--- config.mk ---
export PLATFORM = sky130hd
export DESIGN_NAME = mbet_ctrl
export DESIGN_NICKNAME = d
export VERILOG_FILES = /design/src/mbet_pkg.sv /design/src/mbet_ctrl.sv
export SDC_FILE = /design/constraint.sdc
export NUM_CORES = 1
export LEC_CHECK = 0
export ABC_AREA = 1
export BUFFER_PORTS_ARGS = -buffer_cell sky130_fd_sc_hd__buf_2
export CORE_AREA = 5 5 43 45
export CTS_CLUSTER_DIAMETER = 40
export DETAILED_ROUTE_END_ITERATION = 16
export DIE_AREA = 0 0 48 50
export PLACE_DENSITY_LB_ADDON = 0.08
export SETUP_SLACK_MARGIN = 0.1
export SYNTH_ARGS = -nofsm -noshare
export SYNTH_HDL_FRONTEND = slang
export SYNTH_SLANG_ARGS = --single-unit
export TNS_END_PERCENT = 1
--- constraint.sdc ---
create_clock -name clk -period 1.5 [get_ports clk]
set_input_delay 0.075 -clock clk [delete_from_list [all_inputs] [get_ports clk]]
set_output_delay 0.075 -clock clk [all_outputs]
set_load 0.02 [all_outputs]
--- src/mbet_pkg.sv ---
// shared types, constants and register codes for the escape-time pixel block
package mbet_pkg;

    localparam int DEF_INDEX_BITS = 12;
    localparam int DEF_FRAC_BITS  = 28;

    localparam int ORIGIN_W    = 32;
    localparam int STEP_W      = 31;
    localparam int ITER_W      = 8;
    localparam int CFG_DATA_W  = 32;
    localparam int CFG_INDEX_W = 3;
    localparam int DIV_STEP_W  = $clog2(ITER_W);

    localparam logic [CFG_INDEX_W-1:0] CFG_REAL_ORIGIN    = 3'd0;
    localparam logic [CFG_INDEX_W-1:0] CFG_IMAG_ORIGIN    = 3'd1;
    localparam logic [CFG_INDEX_W-1:0] CFG_REAL_STEP      = 3'd2;
    localparam logic [CFG_INDEX_W-1:0] CFG_IMAG_STEP      = 3'd3;
    localparam logic [CFG_INDEX_W-1:0] CFG_MAX_ITERATIONS = 3'd4;

    localparam logic signed [ORIGIN_W-1:0] ORIGIN_RST = -32'sd536870912;
    localparam logic [STEP_W-1:0]          STEP_RST   = 31'd1073742;
    localparam logic [ITER_W-1:0]          ITER_RST   = 8'd40;
    localparam logic [ITER_W-1:0]          SHADE_SCALE = 8'd255;

    typedef enum logic [3:0] {
        ST_IDLE,
        ST_C_MUL,
        ST_C_INIT,
        ST_M_XY,
        ST_UPDATE,
        ST_M_XX,
        ST_M_YY,
        ST_TEST,
        ST_D_LOAD,
        ST_D_RUN,
        ST_DONE
    } ctrl_state_t;

    typedef enum logic [1:0] {
        MUL_XY,
        MUL_XX,
        MUL_YY
    } mul_sel_t;

    typedef struct packed {
        logic     load;
        logic     c_mul;
        logic     c_init;
        logic     mul_go;
        mul_sel_t mul_sel;
        logic     update;
        logic     test;
        logic     div_load;
        logic     div_go;
    } dp_cmd_t;

    typedef struct packed {
        logic bound_esc;
        logic sq_esc;
        logic at_limit;
        logic mul_last;
        logic div_last;
    } dp_status_t;

endpackage

--- src/mbet_ctrl.sv ---
// controller: sequences point forming, iterations, escape tests and shading
module mbet_ctrl
    import mbet_pkg::*;
(
    input  logic       clk,
    input  logic       rst_n,
    input  logic       start,
    input  dp_status_t status,
    output dp_cmd_t    cmd,
    output logic       busy,
    output logic       done
);

    ctrl_state_t state_reg, state_next;

    always_ff @(posedge clk or negedge rst_n)
    begin
        if (!rst_n)
        begin
            state_reg <= ST_IDLE;
        end
        else
        begin
            state_reg <= state_next;
        end
    end

    always_comb
    begin
        state_next  = state_reg;
        cmd         = '0;
        cmd.mul_sel = MUL_XY;
        busy        = 1'b1;
        done        = 1'b0;
        case (state_reg)
            ST_IDLE, ST_DONE:
            begin
                busy = 1'b0;
                done = state_reg == ST_DONE;
                if (start)
                begin
                    cmd.load   = 1'b1;
                    state_next = ST_C_MUL;
                end
                else
                begin
                    state_next = ST_IDLE;
                end
            end
            ST_C_MUL:
            begin
                cmd.c_mul  = 1'b1;
                state_next = ST_C_INIT;
            end
            ST_C_INIT:
            begin
                cmd.c_init = 1'b1;
                state_next = ST_M_XY;
            end
            ST_M_XY:
            begin
                cmd.mul_go  = 1'b1;
                cmd.mul_sel = MUL_XY;
                if (status.mul_last)
                begin
                    state_next = ST_UPDATE;
                end
            end
            ST_UPDATE:
            begin
                cmd.update = 1'b1;
                state_next = status.bound_esc ? ST_D_LOAD : ST_M_XX;
            end
            ST_M_XX:
            begin
                cmd.mul_go  = 1'b1;
                cmd.mul_sel = MUL_XX;
                if (status.mul_last)
                begin
                    state_next = ST_M_YY;
                end
            end
            ST_M_YY:
            begin
                cmd.mul_go  = 1'b1;
                cmd.mul_sel = MUL_YY;
                if (status.mul_last)
                begin
                    state_next = ST_TEST;
                end
            end
            ST_TEST:
            begin
                cmd.test = 1'b1;
                if (status.sq_esc || status.at_limit)
                begin
                    state_next = ST_D_LOAD;
                end
                else
                begin
                    state_next = ST_M_XY;
                end
            end
            ST_D_LOAD:
            begin
                cmd.div_load = 1'b1;
                state_next   = ST_D_RUN;
            end
            ST_D_RUN:
            begin
                cmd.div_go = 1'b1;
                if (status.div_last)
                begin
                    state_next = ST_DONE;
                end
            end
            default:
            begin
                state_next = ST_IDLE;
            end
        endcase
    end

endmodule

==> summary.txt, run 1 <==
Status - completed
Overall Global Routing Usage - 0.1139
TritonCTS Buffers - 3
Layout area overhead - 63.11%
Post-place setup slack - 0.1990 ns
Critical Path AT - 1.27 ns
# diodes - 0
Routed WL - 1234 µm
Std-Cell Rows - 14
Routed vias/inst - 4.629
Total core area - 1436 µm²
Vias in the first global route - 468
Clock slew at reported path FFs - 0.04 ns
Setup CP Type - reg -> out
Commonest non-fill, non-tap cell in the layout - nand2_1
Synth area leaders - dfrtp_1, nand2_1, inv_1
Antenna violations before repair - 0
Initial Util - 0.2857
Setup TNS - 0 ns
Period Utilization, post-route - 0.8963
CP cell instances - buf_4, nor2_2, nand2_1, inv_1, buf_4
Power share of the clock group - 0.095
Slew HR - 0.8240
Largest net degree at the start of global routing - 7
Most frequent cells in the layout - nand2_1, buf_2, inv_1
Final setup viols - 0
Critical path's top delay family - flip-flops
Largest family of logic cells by synthesized area - simple AND/OR/NAND/NOR gates
Setup WS post-layout - 0.1555 ns
Worst path required time - 1.42 ns
Gpl congestion - 0.7655
Min cycle time layout - 1.344 ns
Root Driver - clkbuf_4
Post-synth top area share - 0.2439
Multi-input logic area - 307.8 µm²
DP HPWL - 947.9 µm
Worst Setup Start Kind - flip-flop
Multiplexer area fraction after synthesis - 0
Layout net count - 110
Die Width - 48 µm
Leading area contributor after synthesis - dfrtp_1
Die area - 2400 µm²
Clock Latency Late Sink - 0.24 ns
Max Clock Skew - 0.001889 ns
TritonRoute pass-1 iters - 4
H-tree depth - 1
RSZ-0062 raised after global routing - true
Synth Area in Compound Gates - 0.09756
DR DRC count - 0
Reg area - 105.1 µm²
Register area share after synthesis - 0.2439
F_max - 0.7438 GHz
Vert. Die Dim - 50 µm
IO Port Bufs - 19
Share of cells above drive strength 1 - 0.5500
Final hold slack - 0.08902 ns
Slew @ Worst Pin - 0.2613 ns
YS warnings - 0
Synthesized netlist cell count - 72
Syn nets - 80
First-pass GRT wire length - 1952 µm
ANT nets after route - 0
Post-Synth XOR/XNOR Area - 0
CTS max path bufs - 2
Crit. End Element - primary output
Vias - 537
Register share of total power - 0.193
Sink Count - 4
Sw Pwr - 0.0007769 W
DRT iter0 DRCs - 5
Wire per inst - 10.64 µm
Comb pwr share - 0.712
Post-synthesis adder-cell area fraction - 0
Total grt overflow - 0
PwrDens - 2199 nW/µm²
Yosys reg bits - 4
Fillers - 164
Cell-internal power - 0.0006954 W
Final number of hold-violating endpoints - 0
Simple-Gate Fraction of Synth Area - 0.5305
Max VDD drop - 0.8561 mV
Cell mode on critical path - buf_4
Mapped cell area - 410.4 µm²
Max incr delay on CP - 0.45 ns
Crit-path slowest cell - dfrtp_2
Max FFs per register - 4
Final slew viol count - 0
Max FO, Critical Path - 5
Worst Hold Class - in -> reg
IO Pins - 20
CTS tree - done
Max cap viols - 0
Syn avg cell area - 5.700 µm²
Switching Fraction - 0.5277
Leak Pwr - 0.3929 nW
Buf/Inv on CP - 3
Synth cell types - 14
## final timing paths
| check | start | to | slack [ns] | cells after the start |
|---|---|---|---|---|
| setup / recovery | state_reg[3] | cmd[3] | 0.16 | 5 |
| hold / removal | status[4] | state_reg[3] | 0.09 | 3 |
| setup reg to reg | state_reg[1] | state_reg[2] | 0.18 | 8 |
| hold reg to reg | state_reg[2] | state_reg[2] | 0.63 | 2 |
| max in group asynchronous | rst_n | state_reg[2] | 1.19 | 2 |
| min in group asynchronous | rst_n | state_reg[1] | 0.18 | 2 |
## final cells by class
class | instances | share of cell area
Tap cell | 16 | 0.02991
Clock buffer | 3 | 0.03364
Sequential cell | 4 | 0.1570
Multi-Input combinational cell | 54 | 0.4598
Timing Repair Buffer | 25 | 0.2411
Inverter | 14 | 0.07850
## synth_stat cells
master and number:
inv_2 2, nor2_1 10, o21bai_1 1, nand2_1 22, nor2_2 4, dfrtp_1 4
nand2_4 2, nand2_2 4, nor3_1 1, inv_1 12, nand3_1 4, o211ai_1 1
o21ai_0 1, o21ai_1 4
## tightest hold or removal path, stage by stage
cell	delay, ns
buf_2	0.09
nand2_1	0.05
o211ai_1	0.07
## power by group through the flow
stage / Combinational, W / Sequential (W) / Clock, W
6_report: 0.00105 / 0.000284 / 0.000139
2_1_floorplan: 0.000581 / 0.000225 / 0
3_3_place_gp: 0.000803 / 0.000248 / 0
3_5_place_dp: 0.000785 / 0.000247 / 0
4_1_cts: 0.000863 / 0.000256 / 0.000141
5_1_grt: 0.00117 / 0.000294 / 0.000149
## metal layers
metal	global-route usage	vias up	routed length, µm
met5	0	-	0
met4	0.06726	0	27
met3	0.02182	4	123
met2	0.1718	23	584
met1	0.1429	236	499
li1	-	274	-
## cells by family (layout without fill, tap and decap cells)
| kind of cell | Yosys count | after routing |
|---|---|---|
| AOI/OAI and AO/OA | 7 | 7 |
| buffers and inverters | 14 | 42 |
| DFF | 4 | 4 |
| and+or+nand+nor | 47 | 47 |
## what timing repair did
| item | 4_1_cts | 5_1_grt |
|---|---|---|
| pin swaps | 0 | 3 |
| endpoints found under the setup margin | 3 | 3 |
| resized for setup | 6 | 21 |
| setup buffers | 2 | 3 |
| hold buffers | 1 | 0 |
| cloned | 0 | 0 |
| hold endpoints to repair | 4 | 0 |
## stage by stage
step / total power [W] / cell area, µm² / instances / util
2_1_floorplan: 0.0008065 / 410.4 / 72 / -
3_3_place_gp: 0.001051 / 525.5 / 107 / 0.3659
3_5_place_dp: 0.001032 / 525.5 / 107 / 0.3659
4_1_cts: 0.001259 / 590.6 / 113 / 0.4112
5_1_grt: 0.001609 / 669.4 / 116 / 0.4660
6_report: 0.001472 / 669.4 / 116 / 0.4660
(Power assumes the default switching activity.)
==> run 2: changes to the inputs <==
==> constraint.sdc (replaced) <==
create_clock -name clk -period 1.68 [get_ports clk]
set_input_delay 0.084 -clock clk [delete_from_list [all_inputs] [get_ports clk]]
set_output_delay 0.084 -clock clk [all_outputs]
set_load 0.02 [all_outputs]
==> run 2 against run 1 <==
Sequential power shrank 21%; first-iteration DRC count grew to 3.0 times the previous value; combinational power shrank 34%; count of clock-buffer cells in the layout is the same; worst hold slack is essentially flat; largest power group unchanged; sequential share of layout area grew 2.3 points; critical endpoint is now cmd[6]; non-clock buffer count shrank 5; largest cell class unchanged; die area is the same.
==> summary.txt, run 2 (synthesized netlist as in run 1, its figures left out) <==
RSZ-0062 raised after global routing - false
Critical Path AT - 1.35 ns
Sw Pwr - 0.0005856 W
Comb pwr share - 0.667
Most frequent cells in the layout - nand2_1, buf_2, inv_1
Total grt overflow - 0
Design area - 561.8 µm²
Overall Global Routing Usage - 0.1063
Overall Power - 0.001045 W
Post-layout util - 0.3911
Setup crit end - cmd[6]
FF-to-FF path depth - 8
Setup WS post-layout - 0.2449 ns
Max Clock Skew - 0.004642 ns
Max cap viols - 0
Final number of hold-violating endpoints - 0
Post-place setup slack - 0.3716 ns
Max FO, Critical Path - 5
F_max - 0.6968 GHz
TritonCTS Buffers - 3
Layout net count - 105
Commonest non-fill, non-tap cell in the layout - nand2_1
Power share of the clock group - 0.119
Global routing usage on met2 - 0.1542
Crit-path slowest cell - dfrtp_1
Placed instance area - 525.5 µm²
Std-Cell Rows - 14
Period Utilization, post-route - 0.8542
Antenna violations before repair - 0
Max VDD drop - 0.6204 mV
DP HPWL - 942.7 µm
Cell-internal power - 0.0004592 W
Max FFs per register - 4
H-tree depth - 1
Worst Setup SP - state_reg[3]
Worst Hold Class - in -> reg
Vias - 493
CTS max path bufs - 2
Routed vias/inst - 4.441
Slew @ Worst Pin - 0.2514 ns
# diodes - 0
Worst path required time - 1.60 ns
ANT nets after route - 0
Setup CP Type - reg -> out
Root Driver - clkbuf_4
Layout area overhead - 36.89%
R2R Setup Slk - 0.39 ns
Clock slew at reported path FFs - 0.04 ns
Slew HR - 0.8324
Register share of total power - 0.214
Die area - 2400 µm²
Met3 usage - 0.03636
Die Width - 48 µm
Sink Count - 4
Crit Reg-Reg Startpoint - state_reg[2]
Leak Pwr - 0.3657 nW
Max incr delay on CP - 0.44 ns
Gpl congestion - 0.7649
PwrDens - 1860 nW/µm²
Critical path's top delay family - flip-flops
CTS tree - done
Clock Latency Late Sink - 0.24 ns
Largest net degree at the start of global routing - 7
Met1 Use GR - 0.1277
R2R Path End - state_reg[2]
Vert. Die Dim - 50 µm
Crit. End Element - primary output
DR DRC count - 0
Initial Util - 0.2857
Min cycle time layout - 1.435 ns
Switching Fraction - 0.5605
TritonRoute pass-1 iters - 4
Worst Setup Start Kind - flip-flop
CP cell instances - inv_2, nand2_2, nor2_2, nor2_1, nand2_1, buf_2
Buf/Inv on CP - 2
Final setup viols - 0
Status - completed
Wire per inst - 9.964 µm
First-pass GRT wire length - 1800 µm
Routed WL - 1106 µm
IO Port Bufs - 19
GR peak layer - met2
Share of cells above drive strength 1 - 0.3789
Stages on the worst setup path - 6
Final slew viol count - 0
Setup TNS - 0 ns
DRT iter0 DRCs - 15
IO Pins - 20
Total core area - 1436 µm²
Vias in the first global route - 432
-- run 2: layout make-up --
class | count | area, µm²
Clock buffer | 3 | 22.52
Tap cell | 16 | 20.02
Inverter | 14 | 52.55
Sequential cell | 4 | 101.3
Fill cell | 183 | 874.6
Timing Repair Buffer | 20 | 105.1
Multi-Input combinational cell | 54 | 260.3
-- run 2: worst reg2reg max path: stages, from the launching register on --
cell,delay (ns)
dfrtp_1,0.45
inv_2,0.11
nand2_1,0.08
nor2_1,0.18
nand2_2,0.08
nand2_4,0.08
nor2_2,0.05
o21ai_1,0.08
nand2_1,0.06
-- run 2: per-layer routing --
layer / vias up / part of all wire
met5: - / 0
met4: 0 / 0.024
met3: 4 / 0.088
met2: 18 / 0.43
met1: 206 / 0.45
li1: 265 / -
-- run 2: power groups by stage --
stage / sequential (W) / combinational [W] / clock [W]
4_1_cts: 0.000217 / 0.000707 / 0.000127
2_1_floorplan: 0.000201 / 0.000519 / 0
6_report: 0.000224 / 0.000697 / 0.000124
5_1_grt: 0.000234 / 0.000786 / 0.000137
3_3_place_gp: 0.000221 / 0.000717 / 0
3_5_place_dp: 0.000218 / 0.000702 / 0
-- run 2: metrics by stage --
step	hold slack, ns	cells
after floorplan	-0.2116	72
after CTS	0.09425	111
final	0.08867	111
after global routing	0.1073	111
after global placement	-0.1056	107
after detailed placement	-0.1072	107
-- run 2: worst min path at each step --
stage / endpoint / startpoint / depth (start not counted)
floorplan: state_reg[0] / rst_n / 0
global placement: state_reg[2] / rst_n / 1
detailed placement: state_reg[2] / rst_n / 1
CTS: state_reg[3] / status[4] / 3
global route: state_reg[3] / status[4] / 3
finish: state_reg[3] / status[4] / 3
-- run 2: timing repair --
item,in CTS,in global routing
buffers inserted,0,0
hold buffers,1,0
hold endpoints to repair,4,0
setup endpoints to repair,0,1
resized for setup,0,2
